==> config.mk <==
export PLATFORM = sky130hd
export DESIGN_NAME = rowf_out_fifo
export DESIGN_NICKNAME = d
export VERILOG_FILES = /design/src/hw/rtl/rowf_pkg.sv /design/src/hw/rtl/rowf_out_fifo.sv
export SDC_FILE = /design/constraint.sdc
export NUM_CORES = 1
export LEC_CHECK = 0
export BUFFER_PORTS_ARGS = -buffer_cell sky130_fd_sc_hd__buf_4
export CORE_AREA = 2 2 90 92
export DETAILED_ROUTE_END_ITERATION = 8
export DIE_AREA = 0 0 92 94
export PLACE_DENSITY = 0.63
export SYNTH_ARGS = -nofsm -noshare
export SYNTH_HDL_FRONTEND = slang
export SYNTH_SLANG_ARGS = --single-unit
==> constraint.sdc <==
create_clock -name clk -period 4.2 [get_ports clk]
set_input_delay 0.21 -clock clk [delete_from_list [all_inputs] [get_ports clk]]
set_output_delay 0.21 -clock clk [all_outputs]
set_load 0.02 [all_outputs]
==> src/hw/rtl/rowf_pkg.sv <==
// rowf_pkg: shared constants and types for the rank-order window filter.
// Used by every module under hw/rtl; depends on nothing.

package rowf_pkg;

	localparam int PIX_W          = 8;
	localparam logic [PIX_W-1:0] PIX_MAX = 8'hFF;

	localparam int WINDOW_DEF     = 3;
	localparam int MAX_WIDTH_DEF  = 2048;
	localparam int MAX_HEIGHT     = 2048;
	localparam int ROW_W          = $clog2(MAX_HEIGHT);

	// configuration port
	localparam int CFG_DATA_W     = 12;
	localparam int CFG_IDX_W      = 2;
	localparam logic [CFG_IDX_W-1:0] REG_LINE_WIDTH   = 2'd0;
	localparam logic [CFG_IDX_W-1:0] REG_FRAME_HEIGHT = 2'd1;
	localparam logic [CFG_IDX_W-1:0] REG_RANK_SELECT  = 2'd2;
	localparam logic [CFG_IDX_W-1:0] REG_FILTER_MODE  = 2'd3;

	localparam logic [11:0] LINE_WIDTH_RST   = 12'd640;
	localparam logic [11:0] FRAME_HEIGHT_RST = 12'd480;
	localparam logic [3:0]  RANK_SELECT_RST  = 4'd4;
	localparam logic        FILTER_MODE_RST  = 1'b0;

	localparam logic MODE_RANK      = 1'b0;
	localparam logic MODE_THRESHOLD = 1'b1;

	// result queue depth; bounds the number of results in flight
	localparam int FIFO_DEPTH     = 8;

	// per-beat tag carried down the pipe
	typedef struct packed {
		logic keep;       // window is interior, beat yields a result
		logic frame_end;  // last interior result of the frame
	} rowf_tag_t;

	typedef struct packed {
		logic [PIX_W-1:0] value;
		logic             frame_end;
	} rowf_res_t;

endpackage

==> src/hw/rtl/rowf_out_fifo.sv <==
// rowf_out_fifo: result queue between the rank pipe and the output channel.
// Never sees a push when full; the top level reserves a slot per result.
// Depends on rowf_pkg.

module rowf_out_fifo #(
	parameter int DEPTH = rowf_pkg::FIFO_DEPTH
) (
	input  logic                clk,
	input  logic                arst_n,
	input  logic                push,
	input  rowf_pkg::rowf_res_t push_data,
	input  logic                pop,
	output logic                not_empty,
	output rowf_pkg::rowf_res_t head
);

	localparam int PTR_W = $clog2(DEPTH);
	localparam int CNT_W = $clog2(DEPTH + 1);

	rowf_pkg::rowf_res_t mem [DEPTH];
	logic [PTR_W-1:0]    wr_ptr_q;
	logic [PTR_W-1:0]    rd_ptr_q;
	logic [CNT_W-1:0]    count_q;

	always_ff @(posedge clk) begin
		if (push)
			mem[wr_ptr_q] <= push_data;
	end

	always_ff @(posedge clk or negedge arst_n) begin
		if (!arst_n) begin
			wr_ptr_q <= '0;
			rd_ptr_q <= '0;
			count_q  <= '0;
		end else begin
			if (push)
				wr_ptr_q <= (wr_ptr_q == PTR_W'(DEPTH - 1)) ? '0 : wr_ptr_q + PTR_W'(1);
			if (pop)
				rd_ptr_q <= (rd_ptr_q == PTR_W'(DEPTH - 1)) ? '0 : rd_ptr_q + PTR_W'(1);
			case ({push, pop})
				2'b10:   count_q <= count_q + CNT_W'(1);
				2'b01:   count_q <= count_q - CNT_W'(1);
				default: count_q <= count_q;
			endcase
		end
	end

	assign not_empty = (count_q != '0);
	assign head      = mem[rd_ptr_q];

`ifndef SYNTH
	a_no_overflow: assert property (@(posedge clk) disable iff (!arst_n)
		push |-> (count_q != CNT_W'(DEPTH)))
		else $error("result queue written while full");
	a_count_bound: assert property (@(posedge clk) disable iff (!arst_n)
		count_q <= CNT_W'(DEPTH))
		else $error("result queue count out of range");
`endif

endmodule

After elaboration in Yosys (flattened, before gate mapping). Memories as Yosys holds them, arrays and structs flattened. Index checks and enable logic that the tools add are counted.

Logic and storage cells: 19. Output and inout bits: 10. RAM bits: 72. Bits of input ports: 13. Bits in registers: 10. Latch bits: 0. Memories kept: 1. Memory bits (read-only): 0.

Memory list: mem (depth 8, bits a word 9, read ports 1, clocked after Yosys merged registers in 0, wr ports 1, line rowf_out_fifo.sv:20) `rowf_pkg::rowf_res_t mem [DEPTH];`.

Div/mod/pow operators: 0. $lt $le $gt $ge: 0. Equality and inequality tests: 4. Reductions and logical operators: 2. $mul: 0. Bitwise operators: 0. Mux-type cells: 5. Shift-type cells: 0. Add/subtract/negate cells: 4.

Operators by type and width (number): $pmux 4 s2 (1); $add 3x1->3 const B (2); $eq 3x3->1 const B (2); $mux 3 (2); $add 4x1->4 const B (1); $reduce_bool 4->1 (1); $sub 4x1->4 const B (1); $eq 2x1->1 const B (1); $eq 2x2->1 const B (1); $mux 1 (2); $reduce_bool 2->1 (1).

Longest topological paths before layout.
Depth after elaboration: 2. Depth in mapped cells: 8. Mapped depth without buffers: 8.

Least setup slack after synthesis. Ideal clock, no wire load.

Path kind: reg-to-reg. From: register wr_ptr_q[0]. To: memory mem[0][0] in the netlist's numbering (enable). Clock period less this slack: 1639 ps. Stages on the path, launching flop included: 3. Arrival time: 1253 ps. Path slack: 2561 ps. Path buffers: 0. Data required time: 3813 ps. Cells stage by stage: dfrtp_1 -> nand2b_1 -> nor3_1.

RTL lines: start, declared (line rowf_out_fifo.sv:21) `logic [PTR_W-1:0] wr_ptr_q;`; start signal, assigned (line rowf_out_fifo.sv:37) `wr_ptr_q <= (wr_ptr_q == PTR_W'(DEPTH - 1)) ? '0 : wr_ptr_q + PTR_W'(1);`; end, declared (line rowf_out_fifo.sv:20).

Straight into the memory's write port.

==> flow_summary.toml <==
[worst_setup_path]
worst_setup_path_start_kind = "flip-flop"
required_ns = 3.99
critical_path_class = "reg2out"
worstReg2RegEnd = "mem[4][6]$_DFFE_PP_"
ff2ff_path_depth = 2
critPathCaptureType = "primary output"
r2r_slack_ns = 2.23
crit_arrival_ns = 2.49
cp_max_fo = 21
cp_slowest_cell = "dfrtp_1"
critPathMaxStageDelay_ns = 1.04
cp_cell_sequence = "mux4_1 -> mux2_2 -> buf_4"
r2r-start = "wr_ptr_q[1]$_DFFE_PN0P_"

[synthesis]
syn_nets = 179
postSynthAreaPerCell_um2 = 21.1
synthCells = 159
yosysWarnings = 0
synth_top_area_cell = "edfxtp_1"
synth_top_area_share_pct = 64.5
synth_area_mm2 = 0.00335
ys_types = 23
synth_seq_area_share_pct = 71.9
synth-seq-cells = 82
synth_area_leaders = "edfxtp_1, mux4_1, dfrtp_1, mux2_2, ha_1"

[hold_path]
min_path_type = "in2reg"
holdPathStages = 1
hold_start = "push_data[2]"
whs_endpoint = "mem[1][2]$_DFFE_PP_"

[drt]
drtIter0Drc = 58
post_drt_wl_per_cell_um = 19.7
drt-pass1-iter-count = 4
wl_um = 5810
drc = 0
antenna_left = 0
viasPerCell = 5.34
num_vias = 1575

[timing]
tns_ns = 0
fin_hold_ws_ns = 0.0934
fin_skew_ns = 0.00701
drv_slew = 0
setup_viol = 0
timing.fmax_ghz = 0.371
hold_violations = 0
worst_pin_slew_ns = 1.22
fin_crit_sh_pct = 64.2
rsz0062_at_grt = "false"
fin_crit_ns = 2.70
slew_headroom_pct = 18.3

[clock_tree]
cts_resized = 0
clock_path_buffers = 2
cts_tree = "yes"
cts_buffers = 9
clk_latency_ns = 0.34
clock_sinks = 82
clk_pin_slew_ns = 0.08
cts-htree-levels = 3
cts-root-buf = "clkbuf_8"

[global_routing]
grt_max_degree = 22
grt_pass1_vias = 1711
grt_first_pass_wirelength_um = 9080
grt_overflow = 0
antenna_found_initial = 0
grtUsageTotal_pct = 14.9

[layout]
n_fill_cell = 619
layout.nets = 208
diodes = 0
final-seq-area_mm2 = 0.00241
drive_above_1_share_pct = 28.0
multiInputGateArea_um2 = 912
area_growth_pct = 16.0

[placement]
dp_hpwl_um = 3580
place_congestion = 0.691
io_buffers = 22

[die]
ioPinCount = 23
die_area_mm2 = 0.00865
core_area_mm2 = 0.00761
initial_utilization_pct = 44.1
num_rows = 32
die_w_um = 92
die_h_um = 94

[pwr]
ir_worst_vdd_uv = 282
p_leak_nw = 1.38
p_per_area_mw_per_mm2 = 682

[outcome]
status = "complete, no violations"

[job]
max-cap-violations = 0
==> metal layers <==
metal  vias up  wire (µm)  global-route usage, %
met5         -          0                      0
met4         0        161                   8.33
met3        14        125                   2.73
met2        29       2890                   24.4
met1       821       2620                   18.8
li1        711          -                      -
==> kinds of logic after synthesis <==
family	Yosys count	synth area share, %
compound gates	5	0.895
mux	33	19.0
flops	82	71.9
buf+inv	6	1.19
xor+xnor	5	1.31
fa+ha+maj	7	2.61
simple gates	21	3.06
==> cells in the final DEF (no fill, tap or decap), drive strengths merged <==
cell type / netlist / routed
buf: 4 / 22
inv: 1 / 1
dfrtp: 10 / 10
mux4: 18 / 18
nor2b: 3 / 3
a21oi: 2 / 2
o32ai: 1 / 1
edfxtp: 72 / 72
clkbuf: 1 / 11
dlygate4sd3: 0 / 1
bufinv: 0 / 4
nand2: 3 / 3
a31oi: 1 / 1
or3: 1 / 1
nor3: 2 / 2
xnor2: 1 / 1
o21ai: 1 / 1
ha: 7 / 7
mux2: 15 / 15
nand2b: 3 / 3
xor2: 4 / 4
or4: 1 / 1
nor2: 8 / 8
clkinvlp: 0 / 1
==> worst max-delay path by stage <==
stage,start,endpoint,slack (ns),depth (start not counted)
CTS,rd_ptr_q[0]$_DFFE_PN0P_,head[5],1.45,3
global route,rd_ptr_q[0]$_DFFE_PN0P_,head[4],1.39,3
finish,rd_ptr_q[0]$_DFFE_PN0P_,head[6],1.50,3
detailed placement,rd_ptr_q[0]$_DFFE_PN0P_,head[7],1.84,3
floorplan,wr_ptr_q[0]$_DFFE_PN0P_,mem[0][0]$_DFFE_PP_,2.56,2
global placement,rd_ptr_q[0]$_DFFE_PN0P_,head[4],1.88,3
==> through the flow <==
stage	setup slack, ns	std cells	cell area, µm²	util [%]	power [mW]
after floorplan	2.56	159	3350	-	1.70
after global placement	1.88	278	3620	47.6	1.92
after detailed placement	1.84	278	3620	47.6	1.97
after CTS	1.45	295	3890	51.1	2.69
after global routing	1.39	295	3890	51.1	2.79
final	1.50	295	3890	51.1	2.65
==> registers in the layout, indices dropped and copies added, names as in the netlist <==
name / flops
count_q: 4
rd_ptr_q: 3
mem: 72
wr_ptr_q: 3
==> synthesized netlist by cell type <==
library cell  instances
a21oi_1               2
a31oi_1               1
buf_2                 2
buf_6                 2
clkbuf_1              1
dfrtp_1              10
edfxtp_1             72
ha_1                  7
inv_1                 1
mux2_2               15
mux4_1               17
mux4_2                1
nand2_1               3
nand2b_1              3
nor2_1                8
nor2b_1               3
nor3_1                2
o21ai_0               1
o32ai_1               1
or3_1                 1
or4_1                 1
xnor2_1               1
xor2_1                4
==> power by group <==
group / switching, mW / internal, mW / leakage (nW)
clock: 0.262 / 0.456 / 0.124
sequential: 0.170 / 1.03 / 0.772
combinational: 0.324 / 0.409 / 0.480
==> what timing repair did <==
| action | in CTS | in global routing |
|---|---|---|
| buffers inserted | 0 | 0 |
| hold endpoints to repair | 10 | 0 |
| hold buffers | 1 | 0 |
==> worst max-delay path, delay by kind of cell (launching register included) <==
kind / cells / cell delay, ns
buffers and inverters: 1 / 0.16
DFF: 1 / 1.04
muxes: 2 / 0.94
==> final cells by class <==
cell class | count | area share, %
multi-input combinational | 71 | 23.4
clock inverter | 5 | 3.28
sequential | 82 | 62.0
tap | 102 | 3.28
timing repair buffer | 23 | 4.50
inverter | 1 | 0.0965
clock buffer | 11 | 3.38
No activity file was read; power rests on OpenSTA's default activity.
