**src/hw/rtl/rowf_pkg.sv**
```systemverilog
// rowf_pkg: shared constants and types for the rank-order window filter.
// Used by every module under hw/rtl; depends on nothing.

package rowf_pkg;

	localparam int PIX_W          = 8;
	localparam logic [PIX_W-1:0] PIX_MAX = 8'hFF;

	localparam int WINDOW_DEF     = 3;
	localparam int MAX_WIDTH_DEF  = 2048;
	localparam int MAX_HEIGHT     = 2048;
	localparam int ROW_W          = $clog2(MAX_HEIGHT);

	// configuration port
	localparam int CFG_DATA_W     = 12;
	localparam int CFG_IDX_W      = 2;
	localparam logic [CFG_IDX_W-1:0] REG_LINE_WIDTH   = 2'd0;
	localparam logic [CFG_IDX_W-1:0] REG_FRAME_HEIGHT = 2'd1;
	localparam logic [CFG_IDX_W-1:0] REG_RANK_SELECT  = 2'd2;
	localparam logic [CFG_IDX_W-1:0] REG_FILTER_MODE  = 2'd3;

	localparam logic [11:0] LINE_WIDTH_RST   = 12'd640;
	localparam logic [11:0] FRAME_HEIGHT_RST = 12'd480;
	localparam logic [3:0]  RANK_SELECT_RST  = 4'd4;
	localparam logic        FILTER_MODE_RST  = 1'b0;

	localparam logic MODE_RANK      = 1'b0;
	localparam logic MODE_THRESHOLD = 1'b1;

	// result queue depth; bounds the number of results in flight
	localparam int FIFO_DEPTH     = 8;

	// per-beat tag carried down the pipe
	typedef struct packed {
		logic keep;       // window is interior, beat yields a result
		logic frame_end;  // last interior result of the frame
	} rowf_tag_t;

	typedef struct packed {
		logic [PIX_W-1:0] value;
		logic             frame_end;
	} rowf_res_t;

endpackage

```
**src/hw/rtl/rowf_rank_unit.sv**
```systemverilog
// rowf_rank_unit: window registers, rank counting network and selection.
// Counts each element's position among the window values, then picks the
// element at the requested rank. Depends on rowf_pkg.

module rowf_rank_unit #(
	parameter int WINDOW = rowf_pkg::WINDOW_DEF
) (
	input  logic                                     clk,
	input  logic                                     arst_n,
	input  logic                                     col_valid,
	input  logic [WINDOW-1:0][rowf_pkg::PIX_W-1:0]   col_vec,
	input  rowf_pkg::rowf_tag_t                      col_tag,
	input  logic [$clog2(WINDOW*WINDOW)-1:0]         rank_eff,
	input  logic                                     mode,
	output logic                                     res_valid,
	output rowf_pkg::rowf_res_t                      res
);

	localparam int N    = WINDOW * WINDOW;
	localparam int RK_W = $clog2(N);
	localparam int MID  = WINDOW / 2;

	// win_q[c][r]: column c (0 = leftmost), row r (0 = top)
	logic [WINDOW-1:0][WINDOW-1:0][rowf_pkg::PIX_W-1:0] win_q;
	logic                                               valid_s2;
	logic                                               fe_s2;

	logic [N-1:0][rowf_pkg::PIX_W-1:0] vals;
	logic [RK_W-1:0]                   rank_d [N];

	logic [RK_W-1:0]                   rank_s3 [N];
	logic [N-1:0][rowf_pkg::PIX_W-1:0] vals_s3;
	logic [rowf_pkg::PIX_W-1:0]        centre_s3;
	logic                              fe_s3;
	logic                              valid_s3;

	logic [rowf_pkg::PIX_W-1:0]        ranked;

	always_ff @(posedge clk or negedge arst_n) begin
		if (!arst_n) begin
			win_q    <= '0;
			valid_s2 <= 1'b0;
			valid_s3 <= 1'b0;
		end else begin
			if (col_valid) begin
				for (int c = 0; c < WINDOW - 1; c++)
					win_q[c] <= win_q[c+1];
				win_q[WINDOW-1] <= col_vec;
			end
			valid_s2 <= col_valid && col_tag.keep;
			valid_s3 <= valid_s2;
		end
	end

	always_ff @(posedge clk) begin
		if (col_valid)
			fe_s2 <= col_tag.frame_end;
	end

	assign vals = win_q;

	// position of element i: smaller values, plus equal values at lower index
	always_comb begin
		for (int i = 0; i < N; i++) begin
			rank_d[i] = '0;
			for (int j = 0; j < N; j++) begin
				if ((vals[j] < vals[i]) || ((j < i) && (vals[j] == vals[i])))
					rank_d[i] = rank_d[i] + RK_W'(1);
			end
		end
	end

	always_ff @(posedge clk) begin
		if (valid_s2) begin
			for (int i = 0; i < N; i++)
				rank_s3[i] <= rank_d[i];
			vals_s3   <= vals;
			centre_s3 <= win_q[MID][MID];
			fe_s3     <= fe_s2;
		end
	end

	// positions are a permutation, so exactly one element matches
	always_comb begin
		ranked = '0;
		for (int i = 0; i < N; i++) begin
			if (rank_s3[i] == rank_eff)
				ranked = ranked | vals_s3[i];
		end
	end

	always_comb begin
		res.frame_end = fe_s3;
		if (mode == rowf_pkg::MODE_THRESHOLD)
			res.value = (centre_s3 > ranked) ? rowf_pkg::PIX_MAX : '0;
		else
			res.value = ranked;
	end

	assign res_valid = valid_s3;

endmodule

```
**config.mk**
```make
export PLATFORM = sky130hd
export DESIGN_NAME = rowf_rank_unit
export DESIGN_NICKNAME = d
export VERILOG_FILES = /design/src/hw/rtl/rowf_pkg.sv /design/src/hw/rtl/rowf_rank_unit.sv
export SDC_FILE = /design/constraint.sdc
export NUM_CORES = 1
export LEC_CHECK = 0
export ABC_CLOCK_PERIOD_IN_PS = 7700
export BUFFER_PORTS_ARGS = -buffer_cell sky130_fd_sc_hd__clkbuf_2
export CAP_MARGIN = 25
export CORE_MARGIN = 8
export CORE_UTILIZATION = 45
export DETAILED_ROUTE_END_ITERATION = 8
export PLACE_DENSITY = 0.68
export SLEW_MARGIN = 20
export SYNTH_ARGS = -nofsm -noshare
export SYNTH_HDL_FRONTEND = slang
export SYNTH_SLANG_ARGS = --single-unit
```
**constraint.sdc**
```tcl
create_clock -name clk -period 7.7 [get_ports clk]
set_clock_uncertainty 0.05 [all_clocks]
set_input_delay 0.385 -clock clk [delete_from_list [all_inputs] [get_ports clk]]
set_output_delay 0.385 -clock clk [all_outputs]
set_load 0.05 [all_outputs]
```
# Word level (Yosys, flattened, before mapping)

Memory sizes are Yosys's and may differ from the RTL's.
Cells that the tools add are included.

Register bits after elaboration: 148
RAM bits: 36
Input port bits: 34
Memories: 1

Memories:

| memory  | words | width | read ports | clocked after Yosys merged registers in | write ports | RTL line             | RTL |
|---|---|---|---|---|---|---|---|
| rank_s3 | 9     | 4     | 9          | 0                                       | 9           | rowf_rank_unit.sv:31 | `logic [RK_W-1:0] rank_s3 [N];` |

$add $sub $neg: 72
Magnitude comparators: 82
Equality and inequality tests: 45
Mux-type cells: 94
Bitwise gates (word level): 8
Reductions and logical operators: 37

Operators by type and width:

| operator            | number |
|---|---|
| $lt 8x8->1          | 81 |
| $eq 8x8->1          | 36 |
| $mux 4              | 72 |
| $add 4x1->4 const B | 63 |
| $mux 8              | 11 |
| $or 8x8->8          | 8 |
| $eq 4x4->1          | 9 |
| $logic_or 1x1->1    | 36 |
| $add 1x1->2 const B | 9 |
| $mux 1              | 11 |
| $gt 8x8->1          | 1 |
| $logic_and 1x1->1   | 1 |

# Longest topological paths before layout

An unclocked memory read counts as a cell.

Depth after elaboration: 22
Depth in mapped cells: 31
Gate-level depth less buffers: 31

# Worst setup path after synthesis

OpenSTA, ideal clock, no wires.

Kind: register to register
Start point: register win_q (netlist bit vals[57])
End point: memory rank_s3[0][30] (netlist name), data pin
Library setup time: 0.259 ns
Arrival time: 5.098 ns
Data required time: 7.391 ns
Path slack: 2.293 ns
Stages on the path, launching flop included: 32
Path buffers: 0
Cell sequence: dfrtp_1 > inv_1 > ha_1 > nor2b_1 > o21a_1 > o21a_1 > o21a_1 > o21bai_1 > a22oi_1 > inv_1 > ha_1 > inv_1 > a31o_2 > a211oi_1 > ha_1 > mux2_2 > ha_1 > inv_1 > a21oi_1 > ha_1 > nand2_1 > o31ai_1 > a31oi_1 > inv_1 > ha_1 > nand2_1 > o21ai_0 > ha_1 > inv_1 > nor2_1 > xor2_1 > xnor2_1

RTL lines:

| element                          | RTL line             | RTL |
|---|---|---|
| start: declaration               | rowf_rank_unit.sv:24 | `logic [WINDOW-1:0][WINDOW-1:0][rowf_pkg::PIX_W-1:0] win_q;` |
| start signal: indexed assignment | rowf_rank_unit.sv:47 | `win_q[c] <= win_q[c+1];` |
| start signal: indexed assignment | rowf_rank_unit.sv:48 | `win_q[WINDOW-1] <= col_vec;` |
| end: declaration                 | rowf_rank_unit.sv:31 |  |

==> run_results.csv <==
group,metric,value,unit
synth,yosysSeqAreaShare,0.302,
sta,setup_viol,0,
critical_path,largest_driver_fanout_on_the_critical_path,8,
cts,path_clk_slew,80,ps
place,post-place-cells,2268,
sta,fin_setup_tns,0,ps
sta,timing.final.crit_period,6390,ps
synth,top_cell_type_s_share_of_synthesized_area,0.264,
floorplanning,die_h,211,um
finish,area.sequential,0.00516,mm2
run,drv_cap,0,
drt,detail_route.first_pass.iterations,5,
finish,final_stage_net_count,2171,
global_routing,first_global_vias,13800,
pwr,fin_total_pwr,8.38,mW
finish,syn2layout_area_growth,8.82,%
floorplanning,placementRows,71,
critical_path,worst_path_most_repeated_cell,"sky130_fd_sc_hd__ha_1",
place,dpl.hpwl,42700,um
critical_path,criticalPathCategory,"register to register",
sta,final_max_slew_viol_count,0,
global_routing,global_route_wire_length_before_repair,83000,um
sta,unrepaired_setup_endpoints_after_global_routing,"false",
sta,timing_worst_slew_pin_value,1100,ps
sta,slew-limit-headroom,0.260,
global_routing,grt_start_max_net_pins,76,
critical_path,critPathMaxStageDelay,710,ps
critical_path,critical_path.startpoint_type,"register",
critical_path,worst_ep_required_time,7860,ps
sta,fin_crit_sh,0.830,
drt,avgViaCountPerCell,6.09,
run_status,outcome,"finished, final reports clean",
global_routing,grt_antenna_before_repair,1,
global_routing,global_route.overflow_total,0,
finish,layout-drive-gt1-share,0.0949,
synth,synth_cells,1722,
synth,syn-cell-area,0.0170,mm2
pwr,power.ir.vdd_worst,0.000228,V
sta,final_hold_vio_count,0,
global_routing,grt_util_all_layers,0.248,
synth,yosysUniqueCellTypes,78,
synth,ys_warn_count,0,
pwr,pwr_density_cell,452,mW/mm2
finish,antenna_cells,0,
synth,synth.net_count,2115,
synth,syn_area_per_cell,9.90,um2
drt,via_count,14000,
synth,synth-seq-cells,184,
pwr,cellLeakagePower,8.27,nW
synth,netlist.top_cell.by_area,"sky130_fd_sc_hd__ha_1",
drt,detail_route.iter0.violations,1227,
synth,ys_top_cells_by_area,"sky130_fd_sc_hd__ha_1 26%, sky130_fd_sc_hd__edfxtp_1 19%, sky130_fd_sc_hd__dfrtp_1 11%, sky130_fd_sc_hd__o21ai_0 4.0%, sky130_fd_sc_hd__xnor2_1 3.6%",
cts,cts_root_buf,"sky130_fd_sc_hd__clkbuf_16",
floorplanning,num_io_pins,44,
drt,drt_drc_violations_left,0,
synth,synth_async_sr_flop_share,0.402,
critical_path,cp_cell_sequence,"inv_1 -> ha_1 -> nor2b_1 -> o211ai_1 -> a21oi_1 -> o22ai_1 -> inv_1 -> ha_1 -> xor2_1 -> ha_1 -> mux2_2 -> ha_1 -> nand2_1 -> a21bo_2 -> ha_1 -> mux2_2 -> ha_1 -> mux2_2 -> ha_1 -> mux2_2",
floorplanning,fp.dieW,211,um
cts,clock_tree.buffer_depth,2,
cts,numCtsBuffers,17,
cts,sink_count_of_the_clock_tree,184,
hold_path,min_path_type,"input port to register",
place,place.port_buffers,43,
floorplanning,fp.dieArea,0.0444,mm2
floorplanning,core_region_area,0.0375,mm2
cts,insertion_delay,470,ps
drt,routed_wl,55500,um
finish,fillerInstances,3448,
finish,number_of_standard_cells_in_the_layout_taps_in_and_fillers_out,2302,
drt,ant_nets,0,
finish,multiInputGateArea,0.0113,mm2
synth,synth_edf_count,110,
synth,top_flip_flop_cell_by_instance_count_after_synthesis,"sky130_fd_sc_hd__edfxtp_1",
place,routability_driven_placement_congestion_ratio,0.993,
critical_path,arrival,6550,ps
cts,h-tree-depth,4,
sta,min_hold_slack,45.9,ps
critical_path,critical_path.endpoint_type,"register",
floorplanning,initial_standard_cell_utilization_of_the_core,0.455,
drt,avgRoutedWirePerCell,24.1,um
critical_path,slowest_stage,"sky130_fd_sc_hd__o22ai_1",
sta,max_freq,156,MHz
cts,cts_tree,"built",
[flip-flops by register name, summed over array words and instances (netlist names)]
name,count
rank_s3,36
vals_s3,72
res_valid,1
fe_s2,1
valid_s2,1
vals,72
fe_s3,1
[per-layer routing]
| metal | share of wire | vias to the layer above | global-route usage | routed length [um] |
|---|---|---|---|---|
| li1 | - | 6519 | - | - |
| met1 | 0.42 | 6750 | 0.312 | 23200 |
| met2 | 0.45 | 584 | 0.402 | 25200 |
| met3 | 0.072 | 153 | 0.0381 | 4020 |
| met4 | 0.056 | 2 | 0.139 | 3130 |
| met5 | 0.00020 | - | 0 | 11 |
[synth_stat cells, types with 19 or more instances]
| master | number |
|---|---|
| sky130_fd_sc_hd__a21o_1 | 19 |
| sky130_fd_sc_hd__a21oi_1 | 110 |
| sky130_fd_sc_hd__a22oi_1 | 21 |
| sky130_fd_sc_hd__dfrtp_1 | 74 |
| sky130_fd_sc_hd__edfxtp_1 | 110 |
| sky130_fd_sc_hd__ha_1 | 359 |
| sky130_fd_sc_hd__inv_1 | 123 |
| sky130_fd_sc_hd__mux2_2 | 28 |
| sky130_fd_sc_hd__nand2_1 | 143 |
| sky130_fd_sc_hd__nand3_1 | 34 |
| sky130_fd_sc_hd__nand4_1 | 62 |
| sky130_fd_sc_hd__nor2_1 | 48 |
| sky130_fd_sc_hd__nor2b_1 | 39 |
| sky130_fd_sc_hd__o211ai_1 | 29 |
| sky130_fd_sc_hd__o21ai_0 | 135 |
| sky130_fd_sc_hd__xnor2_1 | 71 |
| sky130_fd_sc_hd__xor2_1 | 71 |
[cell families (layout without fill, tap and decap cells)]
family,after synthesis,in the layout,share of synthesized area
XOR/XNOR,160,160,0.0953
multiplexers,49,49,0.0329
AO/OA/AOI/OAI,419,419,0.154
buffers and inverters,151,220,0.0336
adder cells (fa/ha/maj),359,359,0.264
flip-flops,184,184,0.302
AND/OR/NAND/NOR,400,400,0.118
[where the power goes]
group,switching (mW),internal [mW],leakage [nW]
clock,0.459,0.436,0.290
combinational,3.22,2.62,6.01
sequential,0.216,1.42,1.96
[layout make-up]
type,instances,share of cell area
multi-input combinational,1387,0.611
sequential,184,0.278
tap,511,0.0345
inverter,126,0.0255
clock buffer,17,0.0229
timing repair buffer,62,0.0197
clock inverter,15,0.00836
[critical path, delay by kind of cell, from the launching register on]
family	cells	cell delay (ps)
compound gates	4	1270
flops	1	450
xor+xnor	1	300
mux	4	1100
buf+inv	2	540
fa+ha+maj	7	2220
simple gates	2	210
[through the flow]
stage / instance area [um2] / util / setup slack [ps]
after floorplan: 17000 / - / 2290
after global placement: 17900 / 0.479 / 1490
after detailed placement: 17900 / 0.479 / 1410
after CTS: 18500 / 0.495 / 1390
after global routing: 18500 / 0.495 / 971
final: 18500 / 0.495 / 1310
[worst paths after layout]
path	from	to	slack, ps	cells after the start
worst max-delay path	vals[49]$_DFFE_PN0P_	rank_s3[0][25]$_DFFE_PP_	1310	20
worst min-delay path	col_tag[0]	fe_s2$_DFFE_PP_	50	1
worst max register to register	vals[49]$_DFFE_PN0P_	rank_s3[0][25]$_DFFE_PP_	1310	20
worst min register to register	fe_s2$_DFFE_PP_	fe_s3$_DFFE_PP_	410	0
max in group asynchronous	arst_n	valid_s2$_DFF_PN0_	6150	3
min in group asynchronous	arst_n	vals[8]$_DFFE_PN0P_	360	2
[layout by cell type, fill, tap and decap left out, drive strengths merged, types with 4 or more instances in the layout]
cell type / n
o21a: 16
nor4: 12
a211oi: 11
buf: 20
nand2: 143
dfrtp: 74
nand4: 63
nor2: 50
edfxtp: 110
or2: 8
a222oi: 7
nand3: 34
o21ai: 138
o31ai: 4
a22oi: 21
o211ai: 29
nor2b: 39
and3: 9
o22ai: 11
inv: 136
a21o: 20
xor2: 73
and2: 12
nor3: 8
nand2b: 9
o21bai: 6
xnor2: 79
clkinv: 5
a31oi: 9
xnor3: 5
mux2: 35
a21oi: 112
ha: 359
a221oi: 7
clkbuf: 58
mux2i: 14
[what timing repair did]
| item | in CTS | in global routing |
|---|---|---|
| endpoints found under the hold margin | 29 | 0 |
| hold buffers | 1 | 0 |
| resized for setup | 0 | 0 |
| setup buffers | 0 | 0 |
(Power assumes the default switching activity.)
